### config.mk
export PLATFORM = sky130hd
export DESIGN_NAME = frame_deframer_crc16_core
export DESIGN_NICKNAME = d
export VERILOG_FILES = /design/src/hdl/fdc_pkg.sv /design/src/hdl/frame_deframer_crc16_core.sv /design/src/hdl/fdc_ctrl.sv /design/src/hdl/fdc_dp.sv
export SDC_FILE = /design/constraint.sdc
export NUM_CORES = 1
export LEC_CHECK = 0
export ABC_AREA = 0
export BUFFER_PORTS_ARGS = -buffer_cell sky130_fd_sc_hd__buf_2
export CAP_MARGIN = 5
export CORE_MARGIN = 4
export CORE_UTILIZATION = 58
export DETAILED_ROUTE_END_ITERATION = 7
export GPL_ROUTABILITY_DRIVEN = 0
export GPL_TIMING_DRIVEN = 0
export PLACE_DENSITY = 0.75
export SYNTH_ARGS = -nofsm -noshare
export SYNTH_HDL_FRONTEND = slang
export SYNTH_SLANG_ARGS = --single-unit
### constraint.sdc
create_clock -name clock -period 3.9 [get_ports clock]
set_clock_uncertainty 0.05 [all_clocks]
set_input_delay 0.78 -clock clock [delete_from_list [all_inputs] [get_ports clock]]
set_output_delay 0.78 -clock clock [all_outputs]
set_load 0.02 [all_outputs]
### src/hdl/fdc_pkg.sv
`timescale 1ns / 1ps
// Shared constants, command/status types and CRC step for the frame deframer.
package fdc_pkg;

   localparam logic [7:0]  SOF_A    = 8'hAA;
   localparam logic [7:0]  SOF_B    = 8'h55;
   localparam logic [15:0] CRC_INIT = 16'hFFFF;
   localparam logic [15:0] CRC_POLY = 16'h1021;
   localparam logic [15:0] ERR_MAX  = 16'hFFFF;

   localparam int CFG_W     = 8;
   localparam int CSR_IDX_W = 1;
   localparam int LEN_W     = 7;

   localparam logic [CSR_IDX_W-1:0] CSR_FRAME_VERSION   = 1'b0;
   localparam logic [CSR_IDX_W-1:0] CSR_MAX_PAYLOAD_LEN = 1'b1;

   localparam logic [2:0] HDR_VERSION = 3'd0;
   localparam logic [2:0] HDR_TYPE    = 3'd1;
   localparam logic [2:0] HDR_FLAGS   = 3'd2;
   localparam logic [2:0] HDR_SEQ_LO  = 3'd3;
   localparam logic [2:0] HDR_SEQ_HI  = 3'd4;
   localparam logic [2:0] HDR_LEN_LO  = 3'd5;
   localparam logic [2:0] HDR_LEN_HI  = 3'd6;

   localparam logic [1:0] ST_OK          = 2'd0;
   localparam logic [1:0] ST_BAD_VERSION = 2'd1;
   localparam logic [1:0] ST_TOO_LONG    = 2'd2;
   localparam logic [1:0] ST_CRC_BAD     = 2'd3;

   typedef struct packed {
      logic       hdr_load;
      logic [2:0] hdr_idx;
      logic       crc_clear;
      logic       crc_step;
      logic       idx_clear;
      logic       pay_write;
      logic       crc_lo_load;
      logic       err_load;
      logic [1:0] err_code;
      logic       empty_load;
      logic       res_load;
   } fdc_cmd_type;

   typedef struct packed {
      logic sof_a;
      logic sof_b;
      logic version_bad;
      logic hdr_len_bad;
      logic hdr_len_zero;
      logic len_zero;
      logic idx_last;
      logic crc_bad;
      logic out_last;
   } fdc_sts_type;

   function automatic logic [15:0] crc16_step(input logic [15:0] crc, input logic [7:0] b);
      logic [15:0] c;
      c = crc ^ {b, 8'h00};
      for (int i = 0; i < 8; i++) begin
         if (c[15]) begin
            c = {c[14:0], 1'b0} ^ CRC_POLY;
         end else begin
            c = {c[14:0], 1'b0};
         end
      end
      return c;
   endfunction

endpackage

### src/hdl/frame_deframer_crc16_core.sv
`timescale 1ns / 1ps
// Top level of the start-of-frame, length-framed deframer with CRC-16/CCITT-FALSE check.
//
// req_* carries one received byte per transaction (valid/ready). The core hunts for
// 0xAA 0x55, takes a 7-byte header (version, type, flags, seq LE, length LE), buffers
// up to MAX_PAYLOAD payload bytes and checks the little-endian CRC that follows.
// rsp_* delivers results: a good frame gives one transaction per payload byte (one
// transaction with byte_valid low for an empty frame), a bad frame gives one error
// transaction with its status code; rsp_last marks the end of each run.
// csr_* writes frame_version (index 0) and max_payload_len (index 1), idle only.
// Throughput: one byte per cycle while hunting and receiving. The CRC byte that ends a
// frame is followed by its results; req_ready stays low until the last one is taken.
// Each payload result of a good frame passes S_LOAD (buffer read into the output
// register), then S_RESULT (presentation); an error result is presented in the cycle
// after the closing byte. A stalled rsp_ready holds the result and blocks further input.
// Reset: hunting for the first start byte, error count zero, frame_version 1,
// max_payload_len 64; the payload buffer needs no clearing.
module frame_deframer_crc16_core #(
   parameter int MAX_PAYLOAD = 64
) (
   input  logic                          clock,
   input  logic                          reset,
   input  logic                          req_valid,
   output logic                          req_ready,
   input  logic [7:0]                    req_rx_byte,
   output logic                          rsp_valid,
   input  logic                          rsp_ready,
   output logic [1:0]                    rsp_status,
   output logic [7:0]                    rsp_frame_type,
   output logic [7:0]                    rsp_frame_flags,
   output logic [15:0]                   rsp_sequence_res,
   output logic [fdc_pkg::LEN_W-1:0]     rsp_payload_length,
   output logic [7:0]                    rsp_payload_byte,
   output logic                          rsp_byte_valid,
   output logic                          rsp_last,
   output logic [15:0]                   rsp_error_total,
   input  logic                          csr_write_en,
   input  logic [fdc_pkg::CSR_IDX_W-1:0] csr_index,
   input  logic [fdc_pkg::CFG_W-1:0]     csr_wdata
);
   import fdc_pkg::*;

   fdc_cmd_type cmd;
   fdc_sts_type sts;

   fdc_ctrl u_ctrl (
      .clock     (clock),
      .reset     (reset),
      .req_valid (req_valid),
      .req_ready (req_ready),
      .rsp_valid (rsp_valid),
      .rsp_ready (rsp_ready),
      .cmd       (cmd),
      .sts       (sts)
   );

   fdc_dp #(
      .MAX_PAYLOAD (MAX_PAYLOAD)
   ) u_dp (
      .clock              (clock),
      .reset              (reset),
      .csr_write_en       (csr_write_en),
      .csr_index          (csr_index),
      .csr_wdata          (csr_wdata),
      .rx_byte            (req_rx_byte),
      .cmd                (cmd),
      .sts                (sts),
      .rsp_status         (rsp_status),
      .rsp_frame_type     (rsp_frame_type),
      .rsp_frame_flags    (rsp_frame_flags),
      .rsp_sequence_res   (rsp_sequence_res),
      .rsp_payload_length (rsp_payload_length),
      .rsp_payload_byte   (rsp_payload_byte),
      .rsp_byte_valid     (rsp_byte_valid),
      .rsp_last           (rsp_last),
      .rsp_error_total    (rsp_error_total)
   );

endmodule

### src/hdl/fdc_ctrl.sv
`timescale 1ns / 1ps
// Deframer controller: hunt, header, payload, CRC and result sequencing.
module fdc_ctrl (
   input  logic                 clock,
   input  logic                 reset,
   input  logic                 req_valid,
   output logic                 req_ready,
   output logic                 rsp_valid,
   input  logic                 rsp_ready,
   output fdc_pkg::fdc_cmd_type cmd,
   input  fdc_pkg::fdc_sts_type sts
);
   import fdc_pkg::*;

   typedef enum logic [2:0] {
      S_HUNT0,
      S_HUNT1,
      S_HEADER,
      S_PAYLOAD,
      S_CRC0,
      S_CRC1,
      S_LOAD,
      S_RESULT
   } state_type;

   state_type  state_ff, state_in;
   logic [2:0] header_index_ff, header_index_in;
   logic       ready_ff, valid_ff;
   logic       accept;

   assign req_ready = ready_ff;
   assign rsp_valid = valid_ff;
   assign accept    = req_valid & ready_ff;

   always_comb begin
      cmd             = '0;
      state_in        = state_ff;
      header_index_in = header_index_ff;
      unique case (state_ff)
         S_HUNT0: begin
            if (accept) begin
               state_in = sts.sof_a ? S_HUNT1 : S_HUNT0;
            end
         end
         S_HUNT1: begin
            if (accept) begin
               if (sts.sof_b) begin
                  state_in        = S_HEADER;
                  header_index_in = HDR_VERSION;
                  cmd.crc_clear   = 1'b1;
               end else begin
                  state_in = sts.sof_a ? S_HUNT1 : S_HUNT0;
               end
            end
         end
         S_HEADER: begin
            if (accept) begin
               cmd.hdr_load = 1'b1;
               cmd.hdr_idx  = header_index_ff;
               cmd.crc_step = 1'b1;
               if (header_index_ff == HDR_LEN_HI) begin
                  header_index_in = HDR_VERSION;
                  if (sts.version_bad) begin
                     cmd.err_load = 1'b1;
                     cmd.err_code = ST_BAD_VERSION;
                     state_in     = S_RESULT;
                  end else if (sts.hdr_len_bad) begin
                     cmd.err_load = 1'b1;
                     cmd.err_code = ST_TOO_LONG;
                     state_in     = S_RESULT;
                  end else begin
                     cmd.idx_clear = 1'b1;
                     state_in      = sts.hdr_len_zero ? S_CRC0 : S_PAYLOAD;
                  end
               end else begin
                  header_index_in = header_index_ff + 3'd1;
               end
            end
         end
         S_PAYLOAD: begin
            if (accept) begin
               cmd.crc_step  = 1'b1;
               cmd.pay_write = 1'b1;
               if (sts.idx_last) begin
                  state_in = S_CRC0;
               end
            end
         end
         S_CRC0: begin
            if (accept) begin
               cmd.crc_lo_load = 1'b1;
               state_in        = S_CRC1;
            end
         end
         S_CRC1: begin
            if (accept) begin
               state_in = S_RESULT;
               if (sts.crc_bad) begin
                  cmd.err_load = 1'b1;
                  cmd.err_code = ST_CRC_BAD;
               end else if (sts.len_zero) begin
                  cmd.empty_load = 1'b1;
               end else begin
                  cmd.idx_clear = 1'b1;
                  state_in      = S_LOAD;
               end
            end
         end
         S_LOAD: begin
            cmd.res_load = 1'b1;
            state_in     = S_RESULT;
         end
         S_RESULT: begin
            if (rsp_ready) begin
               state_in = sts.out_last ? S_HUNT0 : S_LOAD;
            end
         end
         default: begin
            state_in = S_HUNT0;
         end
      endcase
   end

   always_ff @(posedge clock) begin
      if (reset) begin
         state_ff        <= S_HUNT0;
         header_index_ff <= HDR_VERSION;
         ready_ff        <= 1'b0;
         valid_ff        <= 1'b0;
      end else begin
         state_ff        <= state_in;
         header_index_ff <= header_index_in;
         ready_ff        <= (state_in != S_LOAD) && (state_in != S_RESULT);
         valid_ff        <= (state_in == S_RESULT);
      end
   end

endmodule

### src/hdl/fdc_dp.sv
`timescale 1ns / 1ps
// Deframer datapath: config registers, header capture, CRC, payload buffer, result register.
module fdc_dp #(
   parameter int MAX_PAYLOAD = 64
) (
   input  logic                             clock,
   input  logic                             reset,
   input  logic                             csr_write_en,
   input  logic [fdc_pkg::CSR_IDX_W-1:0]    csr_index,
   input  logic [fdc_pkg::CFG_W-1:0]        csr_wdata,
   input  logic [7:0]                       rx_byte,
   input  fdc_pkg::fdc_cmd_type             cmd,
   output fdc_pkg::fdc_sts_type             sts,
   output logic [1:0]                       rsp_status,
   output logic [7:0]                       rsp_frame_type,
   output logic [7:0]                       rsp_frame_flags,
   output logic [15:0]                      rsp_sequence_res,
   output logic [fdc_pkg::LEN_W-1:0]        rsp_payload_length,
   output logic [7:0]                       rsp_payload_byte,
   output logic                             rsp_byte_valid,
   output logic                             rsp_last,
   output logic [15:0]                      rsp_error_total
);
   import fdc_pkg::*;

   localparam int AW = (MAX_PAYLOAD > 1) ? $clog2(MAX_PAYLOAD) : 1;

   logic [7:0]       frame_version_ff;
   logic [LEN_W-1:0] max_len_ff;
   logic [7:0]       version_ff, type_ff, flags_ff, seq_lo_ff, seq_hi_ff;
   logic [7:0]       len_lo_ff, len_hi_ff, crc_lo_ff;
   logic [15:0]      crc_ff, errors_ff, errors_inc;
   logic [LEN_W-1:0] idx_ff, idx_next, limit;
   logic [15:0]      len_full, hdr_len;
   logic [7:0]       mem [MAX_PAYLOAD];

   logic [1:0]       status_ff;
   logic [7:0]       type_out_ff, flags_out_ff, byte_out_ff;
   logic [15:0]      seq_out_ff, err_out_ff;
   logic [LEN_W-1:0] len_out_ff;
   logic             valid_out_ff, last_out_ff;

   assign limit      = (max_len_ff > LEN_W'(MAX_PAYLOAD)) ? LEN_W'(MAX_PAYLOAD) : max_len_ff;
   assign len_full   = {len_hi_ff, len_lo_ff};
   assign hdr_len    = {rx_byte, len_lo_ff};
   assign idx_next   = idx_ff + LEN_W'(1);
   assign errors_inc = (errors_ff == ERR_MAX) ? errors_ff : errors_ff + 16'd1;

   always_comb begin
      sts.sof_a        = (rx_byte == SOF_A);
      sts.sof_b        = (rx_byte == SOF_B);
      sts.version_bad  = (version_ff != frame_version_ff);
      sts.hdr_len_bad  = (hdr_len > {{(16-LEN_W){1'b0}}, limit});
      sts.hdr_len_zero = (hdr_len == 16'd0);
      sts.len_zero     = (len_full == 16'd0);
      sts.idx_last     = ({{(16-LEN_W){1'b0}}, idx_next} >= len_full)
                         || (idx_next >= LEN_W'(MAX_PAYLOAD));
      sts.crc_bad      = ({rx_byte, crc_lo_ff} != crc_ff);
      sts.out_last     = last_out_ff;
   end

   always_ff @(posedge clock) begin
      if (reset) begin
         frame_version_ff <= 8'd1;
         max_len_ff       <= LEN_W'(64);
      end else if (csr_write_en) begin
         unique case (csr_index)
            CSR_FRAME_VERSION:   frame_version_ff <= csr_wdata;
            CSR_MAX_PAYLOAD_LEN: max_len_ff       <= csr_wdata[LEN_W-1:0];
            default: ;
         endcase
      end
   end

   always_ff @(posedge clock) begin
      if (cmd.hdr_load) begin
         unique case (cmd.hdr_idx)
            HDR_VERSION: version_ff <= rx_byte;
            HDR_TYPE:    type_ff    <= rx_byte;
            HDR_FLAGS:   flags_ff   <= rx_byte;
            HDR_SEQ_LO:  seq_lo_ff  <= rx_byte;
            HDR_SEQ_HI:  seq_hi_ff  <= rx_byte;
            HDR_LEN_LO:  len_lo_ff  <= rx_byte;
            HDR_LEN_HI:  len_hi_ff  <= rx_byte;
            default: ;
         endcase
      end
      if (cmd.crc_lo_load) begin
         crc_lo_ff <= rx_byte;
      end
   end

   always_ff @(posedge clock) begin
      if (reset) begin
         crc_ff    <= CRC_INIT;
         idx_ff    <= '0;
         errors_ff <= '0;
      end else begin
         if (cmd.crc_clear) begin
            crc_ff <= CRC_INIT;
         end else if (cmd.crc_step) begin
            crc_ff <= crc16_step(crc_ff, rx_byte);
         end
         if (cmd.idx_clear) begin
            idx_ff <= '0;
         end else if (cmd.pay_write || cmd.res_load) begin
            idx_ff <= idx_next;
         end
         if (cmd.err_load) begin
            errors_ff <= errors_inc;
         end
      end
   end

   always_ff @(posedge clock) begin
      if (cmd.pay_write) begin
         mem[idx_ff[AW-1:0]] <= rx_byte;
      end
   end

   always_ff @(posedge clock) begin
      if (cmd.err_load) begin
         status_ff    <= cmd.err_code;
         type_out_ff  <= '0;
         flags_out_ff <= '0;
         seq_out_ff   <= '0;
         len_out_ff   <= '0;
         byte_out_ff  <= '0;
         valid_out_ff <= 1'b0;
         last_out_ff  <= 1'b1;
         err_out_ff   <= errors_inc;
      end else if (cmd.empty_load || cmd.res_load) begin
         status_ff    <= ST_OK;
         type_out_ff  <= type_ff;
         flags_out_ff <= flags_ff;
         seq_out_ff   <= {seq_hi_ff, seq_lo_ff};
         len_out_ff   <= len_full[LEN_W-1:0];
         byte_out_ff  <= cmd.res_load ? mem[idx_ff[AW-1:0]] : 8'd0;
         valid_out_ff <= cmd.res_load;
         last_out_ff  <= cmd.empty_load || sts.idx_last;
         err_out_ff   <= errors_ff;
      end
   end

   assign rsp_status         = status_ff;
   assign rsp_frame_type     = type_out_ff;
   assign rsp_frame_flags    = flags_out_ff;
   assign rsp_sequence_res   = seq_out_ff;
   assign rsp_payload_length = len_out_ff;
   assign rsp_payload_byte   = byte_out_ff;
   assign rsp_byte_valid     = valid_out_ff;
   assign rsp_last           = last_out_ff;
   assign rsp_error_total    = err_out_ff;

endmodule

=== Word level (Yosys, flattened, before mapping) ===
Memories as Yosys holds them, arrays and structs flattened. A register that Yosys moved wholly into a read port is not among the register bits.
Index checks and enable logic that the tools add are counted.
Widths: inputs -> output; s select.

* Add/subtract/negate cells: 3
* Order comparisons: 4
* Eq/ne operators: 25
* Muxes and demuxes: 91
* Bitwise operators: 11
* Reductions and logical operators: 23

{| class="wikitable"
|+ Operator list
! operator !! count
|-
| $mux 16 || 24
|-
| $mux 13 || 8
|-
| $mux 3 || 23
|-
| $logic_not 16->1 || 2
|-
| $eq 3x3->1 const B || 9
|-
| $not 3->3 || 8
|-
| $pmux 3 s8 || 1
|-
| $mux 1 || 21
|-
| $reduce_and 2->1 || 9
|-
| $add 16x1->16 const B || 1
|-
| $eq 16x16->1 const B || 1
|-
| $ge 7x16->1 || 1
|-
| $gt 16x7->1 || 1
|-
| $ne 16x16->1 || 1
|-
| $xor 16x16->16 || 1
|-
| $eq 3x2->1 const B || 4
|-
| $mux 4 || 3
|-
| $mux 6 || 2
|-
| $pmux 3 s2 || 2
|-
| $eq 8x7->1 const B || 1
|-
| $eq 8x8->1 const B || 1
|-
| $mux 8 || 1
|-
| $ne 8x8->1 || 1
|-
| $add 7x1->7 const B || 1
|-
| other kinds (18) || 30
|}

* Bits in registers: 193
* RAM bits: 512
* Input bits: 22
* Output and inout port bits: 69
* Word-level logic and storage cells: 184
* Memories kept: 1

{| class="wikitable"
|+ Memories
! memory !! words !! bits a word !! read ports !! clocked after Yosys merged registers in !! write ports !! RTL line !! text
|-
| u_dp.mem || 64 || 8 || 1 || 1 || 1 || fdc_dp.sv:35 || <nowiki>logic [7:0] mem [MAX_PAYLOAD];</nowiki>
|}

=== Longest topological paths before layout ===
* Word-level depth: 43
* Depth in mapped cells: 12
* Depth with buffers taken out: 11

=== Cells and area by module ===
From an unflattened synthesis, not the netlist that was laid out.

* Cell total of the unflattened synthesis: 1,678
* Area, all modules: 27,968.1 um^2

{| class="wikitable"
|+ Modules (own cells, without submodules)
! module !! instances !! cells an instance !! area an instance (um^2) !! sequential area each (um^2)
|-
| fdc_dp || 1 || 1,598 || 27,304.9 || 20,019.2
|-
| fdc_ctrl || 1 || 80 || 663.1 || 160.2
|}

=== Worst setup path before layout ===
Ideal clock, no wire load.

* Path kind: input to register
* From: input req_rx_byte[2]
* To: register u_dp.err_out_ff[0] (netlist: u_dp.rsp_error_total[0]) (enable)
* Library setup time: 0.330 ns
* Arrival time: 2.636 ns
* Data required time: 3.520 ns
* Slack: 0.884 ns
* Cell stages on the path: 8
* Path buffers: 1
* Cell sequence: xnor2_1 > nand4_1 > or4_4 > o31ai_4 > buf_4 > nand2_1 > nor2_2 > inv_1

* Cells in the longest elaborated chain, start to end: 7
* Elaborated cells on any way between the ends: 13
* Classes of those cells: 1 x order compare; 1 x eq/ne; 9 x mux; 2 x reduce/logical

{| class="wikitable"
|+ Ends and longest elaborated chain
! element !! RTL line !! text
|-
| start, declared || frame_deframer_crc16_core.sv:25 || <nowiki>input logic [7:0] req_rx_byte,</nowiki>
|-
| $gt 16x7->1 || fdc_dp.sv:53 || <nowiki>sts.hdr_len_bad = (hdr_len > {{(16-LEN_W){1'b0}}, limit});</nowiki>
|-
| $mux 3 || fdc_ctrl.sv:67 || <nowiki>end else if (sts.hdr_len_bad) begin</nowiki>
|-
| $mux 3 || fdc_ctrl.sv:63 || <nowiki>if (sts.version_bad) begin</nowiki>
|-
| $mux 3 || fdc_ctrl.sv:61 || <nowiki>if (header_index_ff == HDR_LEN_HI) begin</nowiki>
|-
| $mux 3 || fdc_ctrl.sv:57 || <nowiki>if (accept) begin</nowiki>
|-
| $pmux 3 s2 || fdc_ctrl.sv:39 || <nowiki>unique case (state_ff)</nowiki>
|-
| $reduce_bool 2->1 (no source line) * || - ||
|-
| end signal, assigned || fdc_dp.sv:131 || <nowiki>err_out_ff <= errors_inc;</nowiki>
|-
| end signal, assigned || fdc_dp.sv:141 || <nowiki>err_out_ff <= errors_ff;</nowiki>
|-
| end, declared || fdc_dp.sv:39 || <nowiki>logic [15:0] seq_out_ff, err_out_ff;</nowiki>
|}

Mark *: on every way between the ends. The rest lies on a longest branch, timed or not.
A chain may end at the register's enable or synchronous reset.

==> metrics <==
htree depth=3; Slew Limit Fails=0; area delta synth->final=12.8%; Worst Tran Pin Value=1.25 ns; endpoints failing hold=0; synth warn=0; Power, Total=15.1 mW; Final Setup Violations=0; most common cell after layout, fill and taps aside=edfxtp_1; Critical Path RT=4.33 ns; vias in the first global route=15,700; Wirelength per Cell=26.8 microns; clk_lat worst skew=0.60 ns; crit path kind=register to register; # IOs=91; Seq/Total Area, Yosys=0.722; first-pass GRT wire length=98,500 microns; # diodes=0; Post-DRT Antenna Nets=0; total gr overflow=0; post-synth cell types=66; slew margin rel.=0.159; die area=51,800 sq um; clk buf depth=3; largest net degree at the start of global routing=76; Vias=15,400; max_cap viols=0; Syn Area/Cell=17.4 sq um; DR vias/cell=6.32; chip height=228 microns; number of synthesized flops with an enable pin=594; nets=1,813; Critical Path Fanout Max=10; FF+latch count, synth=711; total global-route track usage=0.259; commonest cells after routing, fill and taps aside=edfxtp_1, nor2_1, mux4_2; Worst-path clk slew=0.06 ns; syn_nets=1,645; Clock Sinks=711; layout cell share with drive strength beyond 1=0.217; Die X=228 microns; fin crit share=0.948; floorplan core area=47,700 sq um; Startpoint Class=register; Final Core Density=0.661; routed wire length=65,600 microns; Rows=80; status=completed; crit path DAT=4.13 ns; fin crit period=3.70 ns; TritonRoute pass-1 iters=6; PD cells=477 nW/um^2; RSZ-0062 raised after global routing=no; fmax=271 MHz; HPWL Detailed=41,500 microns; Gate Count Post-Synth=1,607; share of synthesized registers carrying an async set or reset=0; total CTS buffers=70; DRT iter0 DRCs=1,971; share of the synthesized area in the top cell type=0.638; Synth area leader=edfxtp_1; clock root cell=clkbuf_16; top post-synthesis cells by area=edfxtp_1, mux4_2, dfxtp_1; Netlist Area Pre-Place=28,000 sq um; Static Leak=10.3 nW; DRC violations left=0; initial antenna violation count=0; worst vdd ir=0.352 mV; CTS tree=yes; Initial Util=0.586; Worst Setup End Kind=register; Port Buffers=88; Top FF cell, synth=edfxtp_1; min-delay worst type=input pin to register
## path summary, 6_finish.rpt
path	start	end	slack, ns	depth (start not counted)
worst max register to register	register	u_dp.rsp_payload_byte[2]$_SDFFE_PP0P_	0.20	8
worst max-delay path	register	u_dp.rsp_payload_byte[2]$_SDFFE_PP0P_	0.20	8
worst min-delay path	csr_wdata[0]	u_dp.frame_version_ff[0]$_SDFFE_PP1P_	0.37	3
worst min register to register	u_dp.max_len_ff[0]$_SDFFE_PP0P_	u_dp.max_len_ff[0]$_SDFFE_PP0P_	0.41	2
## sequential cells by signal, indices dropped and copies added (netlist names), 16 cells and up, named ones only
register and cells:
u_dp.crc_ff 16, u_dp.errors_ff 16, u_dp.mem 512, u_dp.rsp_error_total 16, u_dp.rsp_sequence_res 16
## through the flow
| stage | setup TNS [ns] | setup WS, ns | hold slack [ns] | std cells | instance area, sq um |
|---|---|---|---|---|---|
| after global routing | 0 | 0.0967 | 0.380 | 2443 | 31600 |
| after CTS | 0 | 0.0924 | 0.348 | 2442 | 31500 |
| after global placement | -41.62 | -1.13 | 0.392 | 2310 | 29200 |
| after floorplan | 0 | 0.884 | 0.382 | 1607 | 28000 |
| final | 0 | 0.204 | 0.374 | 2443 | 31600 |
| after detailed placement | -48.05 | -1.20 | 0.401 | 2316 | 29300 |
## worst max-delay path, cell delays in order, from the launching register on
cell      delay [ns]
dfxtp_1         0.32
buf_2           0.31
clkbuf_1        0.71
buf_1           0.73
mux4_2          0.44
mux2_2          0.30
o22ai_1         0.31
a211oi_1        0.13
a211o_1         0.27
## synth_stat cells (24+ instances only)
library cell and instances:
edfxtp_1 594, nor2_1 147, mux4_2 135, dfxtp_1 117, nand2_1 87, mux2i_1 58
clkbuf_1 42, xor2_1 34, a21oi_1 32, nand3_1 30, xnor2_1 28, mux2_2 24
## where the power goes
group          switching, mW  internal, mW
sequential           0.00539          8.22
combinational          0.166        0.0430
clock                   2.77          3.86
## logic make-up after synthesis
kind of cell               Yosys count  synth area share
DFF                                711             0.722
and+or+nand+nor                    372            0.0623
muxes                              218             0.140
AOI/OAI and AO/OA                  136            0.0350
buffers and inverters               92            0.0149
xor gates and xnor gates            62            0.0194
adders and majority gates           16           0.00716
## what timing repair did
action | in CTS | in global routing
buffers inserted | 1 | 0
hold buffers | 0 | 0
gates resized for setup | 3 | 1
endpoints found under the setup margin | 18 | 18
pin swaps | 0 | 0
## routing by layer
layer | up-vias | track usage | share of wire
li1 | 6647 | - | -
met3 | 159 | 0.0566 | 0.087
met5 | - | 0 | 0
met2 | 775 | 0.421 | 0.49
met1 | 7848 | 0.354 | 0.39
met4 | 0 | 0.0867 | 0.030
## area by class of cell
| class | instances | area (sq um) |
|---|---|---|
| sequential | 711 | 20200 |
| fill | 3146 | 16200 |
| multi-input combinational | 804 | 7380 |
| clock buffer | 94 | 1910 |
| tap | 615 | 769 |
| timing repair buffer | 96 | 571 |
| buffer | 77 | 359 |
| clock inverter | 31 | 322 |
| inverter | 15 | 60.1 |
Note: power is estimated with default switching activity, not from simulation.
